### config.mk
export PLATFORM = sky130hd
export DESIGN_NAME = lgi_ctrl
export DESIGN_NICKNAME = d
export VERILOG_FILES = /design/src/rtl/core/assert_macros.svh /design/src/rtl/core/lgi_pkg.sv /design/src/rtl/core/lgi_ctrl.sv
export SDC_FILE = /design/constraint.sdc
export NUM_CORES = 1
export LEC_CHECK = 0
export CAP_MARGIN = 20
export CORE_UTILIZATION = 40
export DETAILED_ROUTE_END_ITERATION = 8
export DONT_BUFFER_PORTS = 1
export SLEW_MARGIN = 20
export SYNTH_ARGS = -nofsm -noshare
export SYNTH_HDL_FRONTEND = slang
export SYNTH_SLANG_ARGS = --single-unit
### constraint.sdc
create_clock -name i_clk -period 1.3 [get_ports i_clk]
set_input_delay 0.065 -clock i_clk [delete_from_list [all_inputs] [get_ports i_clk]]
set_output_delay 0.065 -clock i_clk [all_outputs]
set_load 0.005 [all_outputs]
### src/rtl/core/assert_macros.svh
// Assertion macros for the RTL of the grid interpolator.
// No dependencies; bodies are empty when SYNTH is defined.
`ifndef ASSERT_MACROS_SVH
`define ASSERT_MACROS_SVH
`ifndef SYNTH
// same-cycle implication
`define ASSERT_IMPLIES(label, clk, rst_n, ante, cons) \
    label: assert property (@(posedge clk) disable iff (!(rst_n)) (ante) |-> (cons)) \
        else $error("implication check failed");
// next-cycle implication
`define ASSERT_NEXT(label, clk, rst_n, ante, cons) \
    label: assert property (@(posedge clk) disable iff (!(rst_n)) (ante) |=> (cons)) \
        else $error("next-cycle check failed");
`else
`define ASSERT_IMPLIES(label, clk, rst_n, ante, cons)
`define ASSERT_NEXT(label, clk, rst_n, ante, cons)
`endif
`endif

### src/rtl/core/lgi_pkg.sv
// Package of the grid interpolator: command codes, status struct, constants.
// No dependencies.
package lgi_pkg;

    localparam int FIELD_NUM = 5;
    localparam int F_W       = 3;

    localparam logic signed [31:0] W_ONE = 32'sd16777216;   // 1.0 in Q7.24
    localparam logic signed [31:0] W_MAX = 32'sd2147483647;

    localparam logic [3:0]  STENCIL_RESET     = 4'd4;
    localparam logic [10:0] POINT_COUNT_RESET = 11'd1024;

    localparam logic CFG_STENCIL_SIZE = 1'b0;
    localparam logic CFG_POINT_COUNT  = 1'b1;

    localparam logic KIND_LOAD  = 1'b0;
    localparam logic KIND_QUERY = 1'b1;

    typedef logic [4:0] t_cmd;

    localparam t_cmd CMD_NONE    = 5'd0;
    localparam t_cmd CMD_LOAD    = 5'd1;
    localparam t_cmd CMD_QUERY   = 5'd2;
    localparam t_cmd CMD_END0    = 5'd3;
    localparam t_cmd CMD_END1    = 5'd4;
    localparam t_cmd CMD_BIS_RD  = 5'd5;
    localparam t_cmd CMD_BIS_UPD = 5'd6;
    localparam t_cmd CMD_NEAR    = 5'd7;
    localparam t_cmd CMD_WI_RD   = 5'd8;
    localparam t_cmd CMD_WI_LD   = 5'd9;
    localparam t_cmd CMD_WJ_SKIP = 5'd10;
    localparam t_cmd CMD_WJ_RD   = 5'd11;
    localparam t_cmd CMD_WJ_LD   = 5'd12;
    localparam t_cmd CMD_DSET    = 5'd13;
    localparam t_cmd CMD_DSTEP   = 5'd14;
    localparam t_cmd CMD_DFIN    = 5'd15;
    localparam t_cmd CMD_MUL     = 5'd16;
    localparam t_cmd CMD_WUPD    = 5'd17;
    localparam t_cmd CMD_WSTORE  = 5'd18;
    localparam t_cmd CMD_AC_RD   = 5'd19;
    localparam t_cmd CMD_AC_MUL  = 5'd20;
    localparam t_cmd CMD_AC_ADD  = 5'd21;
    localparam t_cmd CMD_FINISH  = 5'd22;
    localparam t_cmd CMD_OUTSIDE = 5'd23;

    typedef struct packed {
        logic outside;
        logic bis_more;
        logic j_end;
        logic j_self;
        logic i_last;
        logic skip_div;
        logic div_last;
        logic f_last;
    } t_status;

endpackage

### src/rtl/core/lgi_ctrl.sv
// Sequencer of the grid interpolator: issues one datapath command per cycle.
// Depends on lgi_pkg.
module lgi_ctrl import lgi_pkg::*; (
    input  logic    i_clk,
    input  logic    i_rst_n,
    input  logic    start,
    input  logic    i_kind,
    input  t_status i_status,
    output t_cmd    o_cmd,
    output logic    busy,
    output logic    o_done
);

    localparam logic [4:0] S_IDLE = 5'd0;
    localparam logic [4:0] S_END0 = 5'd1;
    localparam logic [4:0] S_END1 = 5'd2;
    localparam logic [4:0] S_CHK  = 5'd3;
    localparam logic [4:0] S_BIS  = 5'd4;
    localparam logic [4:0] S_BISW = 5'd5;
    localparam logic [4:0] S_NEAR = 5'd6;
    localparam logic [4:0] S_WI   = 5'd7;
    localparam logic [4:0] S_WIL  = 5'd8;
    localparam logic [4:0] S_WJ   = 5'd9;
    localparam logic [4:0] S_WJL  = 5'd10;
    localparam logic [4:0] S_DSET = 5'd11;
    localparam logic [4:0] S_DIV  = 5'd12;
    localparam logic [4:0] S_DFIN = 5'd13;
    localparam logic [4:0] S_MUL  = 5'd14;
    localparam logic [4:0] S_WUPD = 5'd15;
    localparam logic [4:0] S_AR   = 5'd16;
    localparam logic [4:0] S_AM   = 5'd17;
    localparam logic [4:0] S_AA   = 5'd18;
    localparam logic [4:0] S_FIN  = 5'd19;
    localparam logic [4:0] S_OUT  = 5'd20;

    logic [4:0] r_state, n_state;
    logic       r_done;

    always_comb begin
        n_state = r_state;
        o_cmd   = CMD_NONE;
        case (r_state)
            S_IDLE: begin
                if (start) begin
                    if (i_kind == KIND_QUERY) begin
                        o_cmd   = CMD_QUERY;
                        n_state = S_END0;
                    end else begin
                        o_cmd = CMD_LOAD;
                    end
                end
            end
            S_END0: begin o_cmd = CMD_END0; n_state = S_END1; end
            S_END1: begin o_cmd = CMD_END1; n_state = S_CHK; end
            S_CHK:  n_state = i_status.outside ? S_OUT : S_BIS;
            S_BIS: begin
                if (i_status.bis_more) begin
                    o_cmd   = CMD_BIS_RD;
                    n_state = S_BISW;
                end else begin
                    n_state = S_NEAR;
                end
            end
            S_BISW: begin o_cmd = CMD_BIS_UPD; n_state = S_BIS; end
            S_NEAR: begin o_cmd = CMD_NEAR;    n_state = S_WI; end
            S_WI:   begin o_cmd = CMD_WI_RD;   n_state = S_WIL; end
            S_WIL:  begin o_cmd = CMD_WI_LD;   n_state = S_WJ; end
            S_WJ: begin
                if (i_status.j_end) begin
                    o_cmd   = CMD_WSTORE;
                    n_state = i_status.i_last ? S_AR : S_WI;
                end else if (i_status.j_self) begin
                    o_cmd = CMD_WJ_SKIP;
                end else begin
                    o_cmd   = CMD_WJ_RD;
                    n_state = S_WJL;
                end
            end
            S_WJL:  begin o_cmd = CMD_WJ_LD; n_state = S_DSET; end
            S_DSET: begin
                o_cmd   = CMD_DSET;
                n_state = i_status.skip_div ? S_MUL : S_DIV;
            end
            S_DIV: begin
                o_cmd = CMD_DSTEP;
                if (i_status.div_last) n_state = S_DFIN;
            end
            S_DFIN: begin o_cmd = CMD_DFIN;   n_state = S_MUL; end
            S_MUL:  begin o_cmd = CMD_MUL;    n_state = S_WUPD; end
            S_WUPD: begin o_cmd = CMD_WUPD;   n_state = S_WJ; end
            S_AR:   begin o_cmd = CMD_AC_RD;  n_state = S_AM; end
            S_AM:   begin o_cmd = CMD_AC_MUL; n_state = S_AA; end
            S_AA: begin
                o_cmd = CMD_AC_ADD;
                if (!i_status.f_last) n_state = S_AM;
                else n_state = i_status.i_last ? S_FIN : S_AR;
            end
            S_FIN:  begin o_cmd = CMD_FINISH;  n_state = S_IDLE; end
            S_OUT:  begin o_cmd = CMD_OUTSIDE; n_state = S_IDLE; end
            default: n_state = S_IDLE;
        endcase
    end

    always_ff @(posedge i_clk) begin
        if (!i_rst_n) begin
            r_state <= S_IDLE;
            r_done  <= 1'b0;
        end else begin
            r_state <= n_state;
            r_done  <= (r_state == S_FIN) || (r_state == S_OUT);
        end
    end

    assign busy   = (r_state != S_IDLE);
    assign o_done = r_done;

endmodule

Word level (Yosys, flattened, before mapping) --
Cells that the tools add are included.
Cells by class: equal/unequal tests 24, bitwise gates (word level) 0, shift operators 0, muxes and demuxes 18, add/subtract/negate cells 0, divide/modulo/power cells 0, multipliers 0, reductions and logical operators 5, order comparisons 0
Operator list (number):
- one-hot mux 5 bit (20 select lines) | 1
- one-hot mux 5 bit (18 select lines) | 1
- == test 5 x 4 -> 1 bit, second input constant | 8
- two-way mux 5 bit | 8
- == test 5 bit, second input constant | 5
- == test 5 x 3 -> 1 bit, second input constant | 4
- two-way mux 2 bit | 6
- == test 5 x 2 -> 1 bit, second input constant | 2
- inequality test 2 bit, second input constant | 3
- == test 5 x 1 -> 1 bit, second input constant | 1
- logical NOT 5 bit | 1
- nonzero test 5 bit | 1
- AND reduction 4 bit | 1
- two-way mux 3 bit | 1
- inequality test 3 bit, second input constant | 1
- OR reduction 2 bit | 1
- logical OR 1 bit | 1
- two-way mux 1 bit | 1
Word-level totals: memories 0, output and inout port bits 7, flip-flop bits (word level) 6, memory bits (read-only) 0, latch bits 0, bits in writable memories 0

Depth between registers and ports, before layout --
Gate-level depths: netlist (run 1).
depth in word-level cells 3, mapped depth 6

Worst setup path after synthesis (run 1) --
No wires, ideal clock.
path kind register to register, from register r_state[1], to register r_state[4], path slack 36 ps, buffers on the path 2, cell stages (with the launch flop) 7, arrival 1148 ps, setup time 116 ps, cells stage by stage dfxtp_1 buf_6 buf_6 nand2_1 mux2_2 a32oi_1 nor2_1
On the way: word-level cells in the longest chain between the ends 3
RTL lines:
- start: declaration | RTL line lgi_ctrl.sv:36 | logic [4:0] r_state, n_state;
- start signal: assignment | RTL line lgi_ctrl.sv:109 | r_state <= n_state;
- == test 5 x 4 -> 1 bit or logical NOT 5 bit (tied branches) | RTL line lgi_ctrl.sv:42 | case (r_state)
- OR reduction 2 bit (no line), or another cell as far along
- one-hot mux 5 bit (18 select lines) or AND reduction 4 bit (tied branches)
Parallel ways exist; a longest one is shown, timed or not. A chain may end at the register's enable or synchronous reset.

Worst setup path after layout (run 1) --
from register r_state[3], to output port o_cmd[0]
On the way: word-level cells in the longest chain between the ends 2
RTL lines:
- == test 5 bit, or another cell as far along | RTL line lgi_ctrl.sv:42
- one-hot mux 5 bit (20 select lines) (*) | RTL line lgi_ctrl.sv:42
- end: declaration | RTL line lgi_ctrl.sv:9 | output t_cmd o_cmd,
Every way passes the cells marked *; elsewhere a longest branch is shown, timed or not.

==> results of run 1 <==
registers in the layout, summed over array words and instances (netlist names):
signal   cells
r_state      5
o_done       1
area by class of cell:
type | instances | area, um2 | area share
flip-flops and latches | 6 | 133 | 0.114
repair buffers | 29 | 280 | 0.242
clock buffers | 3 | 22.5 | 0.0194
inverters | 2 | 7.51 | 0.00647
multi-input cells | 89 | 686 | 0.591
well taps | 25 | 31.3 | 0.0270
per-layer routing:
layer / part of all wire / wire length (um) / global-route usage / up-vias
met2: 0.49 / 1270 / 0.451 / 49
met4: 0.016 / 43 / 0.0706 / 0
met3: 0.056 / 145 / 0.0635 / 6
met1: 0.44 / 1150 / 0.364 / 443
met5: 0 / 0 / 0 / -
li1: - / - / - / 433
path summary, 6_finish.rpt:
kind | start | endpoint | slack, ps | cells after the start
max | r_state[3] | o_cmd[0] | -180 | 6
min | i_status[3] | r_state[4] | 2 | 2
max reg2reg | r_state[3] | r_state[1] | -130 | 6
min reg2reg | r_state[0] | r_state[0] | 700 | 2
cell families after synthesis:
group                  share of synthesized area
buffers and inverters                      0.103
XOR/XNOR                                  0.0342
AO/OA/AOI/OAI                              0.288
AND/OR/NAND/NOR                            0.376
multiplexers                              0.0423
flip-flops                                 0.156
placed cells by master, fill, tap and decap left out, types with 2 or more instances in the layout:
cell type / n
dfxtp_1: 2
a21oi_2: 2
inv_1: 2
nand4_1: 2
nor2b_1: 4
clkbuf_4: 3
nor2_1: 7
nor2_2: 2
nor3b_2: 2
dfxtp_4: 3
a31oi_1: 2
a211o_1: 2
nand2b_1: 3
nor3_1: 2
nor2b_2: 2
and3b_1: 2
nand2b_4: 2
a21oi_1: 2
nor3_2: 2
buf_6: 6
o21ai_1: 7
nand2_1: 11
buf_4: 20
xor2_1: 2
a21o_1: 3
metrics by stage:
step / util / setup WS [ps] / setup TNS (ps)
2_1_floorplan: - / 36.0 / 0
3_3_place_gp: 0.505 / -151 / -532
3_5_place_dp: 0.505 / -172 / -745
4_1_cts: 0.651 / -150 / -770
5_1_grt: 0.657 / -208 / -1570
6_report: 0.657 / -175 / -1060
power by group through the flow:
stage	clock network [W]	registers (W)	logic (W)
after floorplan	0	0.000200	0.000139
after global placement	0	0.000212	0.000173
after global routing	0.000190	0.000220	0.000254
after detailed placement	0	0.000214	0.000175
after CTS	0.000182	0.000216	0.000224
final	0.000179	0.000217	0.000239
repair_timing:
item | 4_1_cts | 5_1_grt
pin swaps | 16 | 2
hold buffers | 1 | 0
resized for setup | 41 | 5
gates cloned | 2 | 0
endpoints found under the hold margin | 2 | 0
endpoints found under the setup margin | 11 | 10
setup buffers | 6 | 0
==> flow_metrics.py, run 1 <==
metrics = {
    "worst_setup_path": {
        "slowest_delay_ps": 360,
        "cpLargestDelayFamily": "flip-flops",
        "slowest_stage": "dfxtp_4",
        "critical_path_arrival_ps": 1410,
        "crit_chain": "buf_6 > buf_6 > xnor2_2 > a21oi_2 > a211o_1 > nand4_1",
        "crit_fanout": 7,
        "crit_buf_inv": 2,
        "crit_path_end_kind": "output port",
        "critPathLaunchType": "register",
        "crit_type": "reg2out",
        "crit_required_ps": 1240,
        "cpMostUsedCell": "buf_6",
    },
    "synth": {
        "synth_top_area_frac": 0.156,
        "synth_flop_cell": "dfxtp_1",
        "synth_edf_count": 0,
        "yosys_warnings": 0,
        "synthTopCellsByArea": "dfxtp_1, nor2b_1, nand2_1",
        "avgSynthCellArea_um2": 7.11,
        "synth_seq_area_share": 0.156,
        "synth_cell_types": 44,
        "yosys.area.top_type": "dfxtp_1",
        "netlist_area_um2": 768,
        "synthCells": 108,
        "yosys.cell_count.top_type": "nand2_1",
        "synth_commonest_cells": "nand2_1, nor2_1, o21ai_0",
        "synthArstFlopShare": 0,
        "synth-seq-cells": 6,
        "synth.net_count": 120,
    },
    "floorplanning": {
        "die_x_um": 45.8,
        "rows": 15,
        "core_area_mm2": 0.00176,
        "io_pins": 19,
        "initial_core_util": 0.435,
        "dieArea_mm2": 0.00210,
        "die_h_um": 45.8,
    },
    "sta": {
        "setup_ws_ps": -175,
        "relSlewSlack": 0.829,
        "finalMaxSlewViolations": 0,
        "rsz0062_at_grt": "yes",
        "fin_crit_sh": 1.13,
        "hold_viol": 0,
        "hold_ws_ps": 2.27,
        "worstMarginPinSlew_ps": 254,
        "fin_crit_ps": 1480,
        "fin_skew_ps": 0.831,
        "setup_viol": 10,
        "max_freq_mhz": 678,
    },
    "place": {
        "globalplace.congestion": 0.843,
        "place_inst": 142,
        "placement.io_buffers": 0,
        "hpwl_mm": 1.56,
        "placed_area_um2": 891,
    },
    "power_and_ir_drop": {
        "power.internal_w": 0.000425,
        "switching_share": 0.331,
        "power_frac_clock": 0.281,
        "p_per_area_mw_per_mm2": 547,
        "combinationalPowerShare": 0.377,
        "switchingPower_w": 0.000210,
        "peakVddDrop_mv": 0.579,
        "p_leak_nw": 0.466,
        "seqPwrFrac": 0.342,
        "total_power_w": 0.000635,
    },
    "worst_hold_path": {
        "min_path_type": "in2reg",
    },
    "global_route": {
        "grt_start_max_net_pins": 17,
        "grt_pass1_wl_mm": 4.09,
        "grt_pass1_vias": 852,
        "track_usage": 0.276,
        "antenna_found_initial": 0,
        "gr-total-overflow": 0,
    },
    "routing": {
        "vias_per_cell": 6.05,
        "drt-initial-drc-count": 36,
        "drt-pass1-iter-count": 4,
        "wl_per_cell_um": 16.9,
        "drc": 0,
        "drt_wl_total_mm": 2.61,
        "vias": 931,
        "detail-route-antenna-nets": 0,
    },
    "finish": {
        "final_nets": 143,
        "final_area_mm2": 0.00116,
        "drive_gt1_frac": 0.465,
        "nFillCells": 152,
        "post_layout_nonfiller_instances": 154,
        "syn_to_final_growth_pct": 51.0,
        "antennaDiodeCount": 0,
    },
    "clock_tree": {
        "cts.htree.levels": 1,
        "cts_tree": "built",
        "clockBufferDepth": 2,
        "cts-root-buf": "clkbuf_4",
        "cts_sinks": 6,
        "cts_made_buffers": 3,
        "path_clk_slew_ps": 50,
        "worst_skew_pair.late_latency_ps": 250,
    },
    "job": {
        "max_cap_viol_count": 0,
    },
    "run_status": {
        "status": "complete, but fails checks",
        "violations": "setup timing",
    },
}
No activity file was read; power rests on OpenSTA's default activity.
==> run 2: changes to the inputs <==
--- a/config.mk
+++ b/config.mk
@@ -9,6 +9,8 @@
 export CORE_UTILIZATION = 40
 export DETAILED_ROUTE_END_ITERATION = 8
 export DONT_BUFFER_PORTS = 1
+export GPL_TIMING_DRIVEN = 1
+export REMOVE_ABC_BUFFERS = 1
 export SLEW_MARGIN = 20
 export SYNTH_ARGS = -nofsm -noshare
 export SYNTH_HDL_FRONTEND = slang
==> flow_metrics.py, run 2 (same netlist as run 1, synthesis figures left out) <==
metrics = {
    "run_status": {
        "status": "complete, but fails checks",
        "violations": "setup timing",
    },
    "sta": {
        "max_freq_mhz": 672,
        "worstMarginPinSlew_ps": 248,
        "rsz0062_at_grt": "yes",
        "hold_viol": 0,
        "hold_ws_ps": 4.97,
        "fin_crit_ps": 1490,
        "fin_crit_sh": 1.14,
        "finalMaxSlewViolations": 0,
        "fin_skew_ps": 13.6,
        "setup_ws_ps": -187,
        "setup_viol": 9,
        "relSlewSlack": 0.830,
        "setup_tns_ps": -1110,
    },
    "power_and_ir_drop": {
        "switching_share": 0.336,
        "seqPwrFrac": 0.299,
        "peakVddDrop_mv": 0.651,
        "power.internal_w": 0.000467,
        "power_frac_clock": 0.255,
        "p_leak_nw": 0.546,
        "switchingPower_w": 0.000236,
        "p_per_area_mw_per_mm2": 549,
        "combinationalPowerShare": 0.446,
        "total_power_w": 0.000704,
    },
    "routing": {
        "drt-pass1-iter-count": 4,
        "detail-route-antenna-nets": 0,
        "drt_wl_total_mm": 2.83,
        "wl_per_cell_um": 17.0,
        "vias_per_cell": 5.86,
        "drt-initial-drc-count": 43,
        "drc": 0,
        "vias": 973,
    },
    "worst_setup_path": {
        "timing.rr.start": "r_state[3]",
        "crit_buf_inv": 1,
        "slowest_stage": "dfxtp_4",
        "critPathLaunchType": "register",
        "r2r_slack_ps": -170,
        "r2r-end": "r_state[1]",
        "crit_path_end_kind": "output port",
        "slowest_delay_ps": 390,
        "crit_start": "r_state[0]",
        "crit_required_ps": 1240,
        "crit_chain": "nor2b_4 > buf_6 > a21o_1 > a221oi_2 > o22ai_2",
        "crit_type": "reg2out",
        "cpLargestDelayFamily": "compound AO/OA/AOI/OAI gates",
        "critical_path_arrival_ps": 1420,
        "crit_fanout": 7,
        "r2r_cells": 6,
    },
    "finish": {
        "final_nets": 155,
        "ff_latch_area_um2": 134,
        "multiInputGateArea_um2": 731,
        "drive_gt1_frac": 0.546,
        "final_cell_mix": "buf_4, buf_6, nand2_1",
        "syn_to_final_growth_pct": 66.8,
        "layout_commonest_cell": "buf_4",
        "largest_register_ff_count": 5,
        "post_layout_nonfiller_instances": 166,
        "antennaDiodeCount": 0,
        "nFillCells": 134,
        "top_register": "r_state",
    },
    "floorplanning": {
        "die_x_um": 45.8,
        "die_h_um": 45.8,
        "rows": 15,
        "initial_core_util": 0.435,
        "io_pins": 19,
        "dieArea_mm2": 0.00210,
        "core_area_mm2": 0.00176,
    },
    "global_route": {
        "track_usage": 0.271,
        "grt_start_max_net_pins": 11,
        "gr-total-overflow": 0,
        "antenna_found_initial": 0,
        "grt_pass1_wl_mm": 4.04,
        "grt_pass1_vias": 881,
    },
    "job": {
        "max_cap_viol_count": 0,
    },
    "worst_hold_path": {
        "holdPathEnd": "r_state[4]",
        "worstHoldStart": "i_status[5]",
        "min_path_type": "in2reg",
        "worstHoldPathCells": 2,
    },
    "place": {
        "pre_cts_ws_ps": -122,
        "hpwl_mm": 1.68,
        "globalplace.congestion": 0.843,
        "placement.io_buffers": 0,
        "place_inst": 148,
    },
    "clock_tree": {
        "path_clk_slew_ps": 60,
        "cts_sinks": 6,
        "cts.htree.levels": 1,
        "cts-root-buf": "clkbuf_4",
        "cts_tree": "built",
        "clockBufferDepth": 2,
        "cts_made_buffers": 3,
        "worst_skew_pair.late_latency_ps": 250,
    },
}
-- run 2: area by class of cell --
cell class	count	area share
clock buffer	3	0.0176
inverter	2	0.00586
multi-input combinational	89	0.570
sequential	6	0.104
tap	25	0.0244
timing repair buffer	41	0.277
-- run 2: timing repair --
item	4_1_cts	5_1_grt
hold endpoints to repair	1	0
pin swaps	13	8
hold buffers	1	0
setup buffers	10	4
gates cloned	0	0
gates resized for setup	39	20
endpoints found under the setup margin	10	9
-- run 2: worst max-delay path by stage --
stage                     slack [ps]  depth (start not counted)       end
final                           -190                          5  o_cmd[2]
after floorplan                 -220                          4  o_cmd[0]
after global routing            -240                          5  o_cmd[0]
after detailed placement        -120                          5  o_cmd[0]
after global placement          -110                          5  o_cmd[0]
after CTS                       -180                          5  o_cmd[2]
-- run 2: metrics by stage --
stage	cell area, um2	utilization
global placement	923	0.523
global route	1280	0.726
CTS	1170	0.661
detailed placement	923	0.523
finish	1280	0.726
floorplan	697	-
-- run 2: per-layer routing --
| metal | track usage | wire (um) | vias up |
|---|---|---|---|
| met3 | 0.0754 | 132 | 2 |
| met4 | 0.0471 | 17 | 0 |
| met1 | 0.355 | 1280 | 473 |
| met2 | 0.446 | 1400 | 35 |
| met5 | 0 | 0 | - |
| li1 | - | - | 463 |
-- run 2: power by group through the flow --
stage,clock (W),combinational [W],sequential (W)
3_3_place_gp,0,0.000193,0.000211
5_1_grt,0.000190,0.000330,0.000211
3_5_place_dp,0,0.000194,0.000212
6_report,0.000180,0.000314,0.000210
2_1_floorplan,0,0.000104,0.000216
4_1_cts,0.000177,0.000269,0.000206
==> run 3: changes to the inputs <==
--- a/config.mk
+++ b/config.mk
@@ -10,6 +10,7 @@
 export DETAILED_ROUTE_END_ITERATION = 8
 export DONT_BUFFER_PORTS = 1
 export GPL_TIMING_DRIVEN = 1
+export HOLD_SLACK_MARGIN = 0.12
 export REMOVE_ABC_BUFFERS = 1
 export SLEW_MARGIN = 20
 export SYNTH_ARGS = -nofsm -noshare
==> flow_metrics.py, run 3 (same netlist as run 1, synthesis figures left out) <==
metrics = {
    "run_status": {
        "status": "complete, but fails checks",
        "violations": "setup timing",
    },
    "sta": {
        "worstMarginPinSlew_ps": 388,
        "relSlewSlack": 0.738,
        "setup_viol": 9,
        "fin_skew_ps": 17.0,
        "hold_viol": 0,
        "rsz0062_at_grt": "yes",
        "fin_crit_ps": 1500,
        "finalMaxSlewViolations": 0,
        "hold_ws_ps": 127,
        "max_freq_mhz": 667,
        "setup_ws_ps": -199,
        "fin_crit_sh": 1.15,
    },
    "clock_tree": {
        "clockBufferDepth": 2,
        "path_clk_slew_ps": 60,
        "cts_tree": "built",
        "worst_skew_pair.late_latency_ps": 260,
        "cts.htree.levels": 1,
        "cts_sinks": 6,
        "cts_made_buffers": 3,
        "cts-root-buf": "clkbuf_4",
    },
    "power_and_ir_drop": {
        "seqPwrFrac": 0.297,
        "power.internal_w": 0.000471,
        "p_leak_nw": 0.538,
        "peakVddDrop_mv": 0.581,
        "switchingPower_w": 0.000239,
        "combinationalPowerShare": 0.446,
        "switching_share": 0.336,
        "power_frac_clock": 0.258,
        "p_per_area_mw_per_mm2": 564,
    },
    "finish": {
        "final_cell_mix": "buf_4, buf_6, nand2_1",
        "drive_gt1_frac": 0.500,
        "largest_register_ff_count": 5,
        "layout_commonest_cell": "buf_4",
        "nFillCells": 144,
        "final_nets": 156,
        "top_register": "r_state",
        "ff_latch_area_um2": 134,
        "syn_to_final_growth_pct": 63.5,
        "antennaDiodeCount": 0,
        "multiInputGateArea_um2": 691,
        "final_util": 0.712,
    },
    "floorplanning": {
        "io_pins": 19,
        "die_h_um": 45.8,
        "dieArea_mm2": 0.00210,
        "initial_core_util": 0.435,
        "die_x_um": 45.8,
        "core_area_mm2": 0.00176,
        "rows": 15,
    },
    "worst_setup_path": {
        "timing.rr.start": "r_state[0]",
        "crit_path_end_kind": "output port",
        "critPathLaunchType": "register",
        "crit_start": "r_state[1]",
        "r2r-end": "r_state[0]",
        "setup.worst_path.end": "o_cmd[0]",
        "crit_fanout": 7,
        "crit_type": "reg2out",
        "crit_required_ps": 1240,
        "r2r_cells": 5,
        "r2r_slack_ps": -180,
        "critical_path_arrival_ps": 1430,
    },
    "job": {
        "max_cap_viol_count": 0,
    },
    "routing": {
        "highest_layer": "met4",
        "wl_met2_mm": 1.50,
        "drt_wl_total_mm": 2.98,
        "dr_wl_met3_um": 195,
        "drt-initial-drc-count": 48,
        "vias_per_cell": 5.98,
        "wl_met1_mm": 1.23,
        "drc": 0,
        "detail-route-antenna-nets": 0,
        "vias": 999,
        "drt-pass1-iter-count": 4,
        "wl_per_cell_um": 17.9,
    },
    "place": {
        "globalplace.congestion": 0.843,
        "hpwl_mm": 1.68,
        "pre_cts_ws_ps": -122,
        "placement.io_buffers": 0,
    },
    "global_route": {
        "grt_pass1_vias": 867,
        "gr-total-overflow": 0,
        "grt_pass1_wl_mm": 4.17,
        "track_usage": 0.280,
        "grt_start_max_net_pins": 11,
        "antenna_found_initial": 0,
    },
    "worst_hold_path": {
        "min_path_type": "in2reg",
    },
}
[run 3: worst min path at each step]
stage | end | slack (ps) | from | cells past startpoint
3_5_place_dp | r_state[4] | 240 | i_status[5] | 2
3_3_place_gp | r_state[4] | 240 | i_status[5] | 2
6_report | r_state[1] | 130 | i_status[3] | 4
5_1_grt | r_state[1] | 190 | i_status[3] | 4
2_1_floorplan | r_state[4] | 230 | i_rst_n | 2
4_1_cts | r_state[1] | 140 | i_status[3] | 4
[run 3: layout make-up]
| class | count | share of cell area |
|---|---|---|
| Clock buffer | 3 | 0.0179 |
| Inverter | 2 | 0.00598 |
| Tap cell | 25 | 0.0249 |
| Sequential cell | 6 | 0.107 |
| Timing Repair Buffer | 42 | 0.295 |
| Multi-Input combinational cell | 89 | 0.550 |
[run 3: power by group through the flow]
stage          combinational (W)  clock (W)  sequential (W)
2_1_floorplan           0.000104          0        0.000216
3_3_place_gp            0.000193          0        0.000211
3_5_place_dp            0.000194          0        0.000212
4_1_cts                 0.000279   0.000177        0.000206
5_1_grt                 0.000332   0.000200        0.000210
6_report                0.000316   0.000183        0.000210
[run 3: metal layers]
| layer | vias to the layer above | global-route usage |
|---|---|---|
| li1 | 463 | - |
| met1 | 477 | 0.369 |
| met2 | 53 | 0.454 |
| met3 | 6 | 0.0754 |
| met4 | 0 | 0.0588 |
| met5 | - | 0 |
[run 3: stage by stage]
step                instance area (um2)  total power (W)  TNS [ps]  instances
finish                             1260         0.000709     -1110        167
global route                       1260         0.000742     -1470        167
CTS                                1200         0.000663      -630        165
detailed placement                  923         0.000406      -600        148
global placement                    923         0.000404      -364        148
floorplan                           697         0.000320      -761         97
[run 3: repair_timing]
| item | 4_1_cts | 5_1_grt |
|---|---|---|
| gates resized for setup | 39 | 12 |
| hold buffers | 4 | 0 |
| pin swaps | 13 | 9 |
| setup buffers | 10 | 2 |
| endpoints found under the setup margin | 10 | 9 |
| hold endpoints to repair | 6 | 0 |
[run 3: worst max-delay path: stages (launching register included)]
cell	delay [ps]
dfxtp_4	390
buf_6	150
and3b_1	240
nor2_1	50
a211o_1	250
nand4_1	90
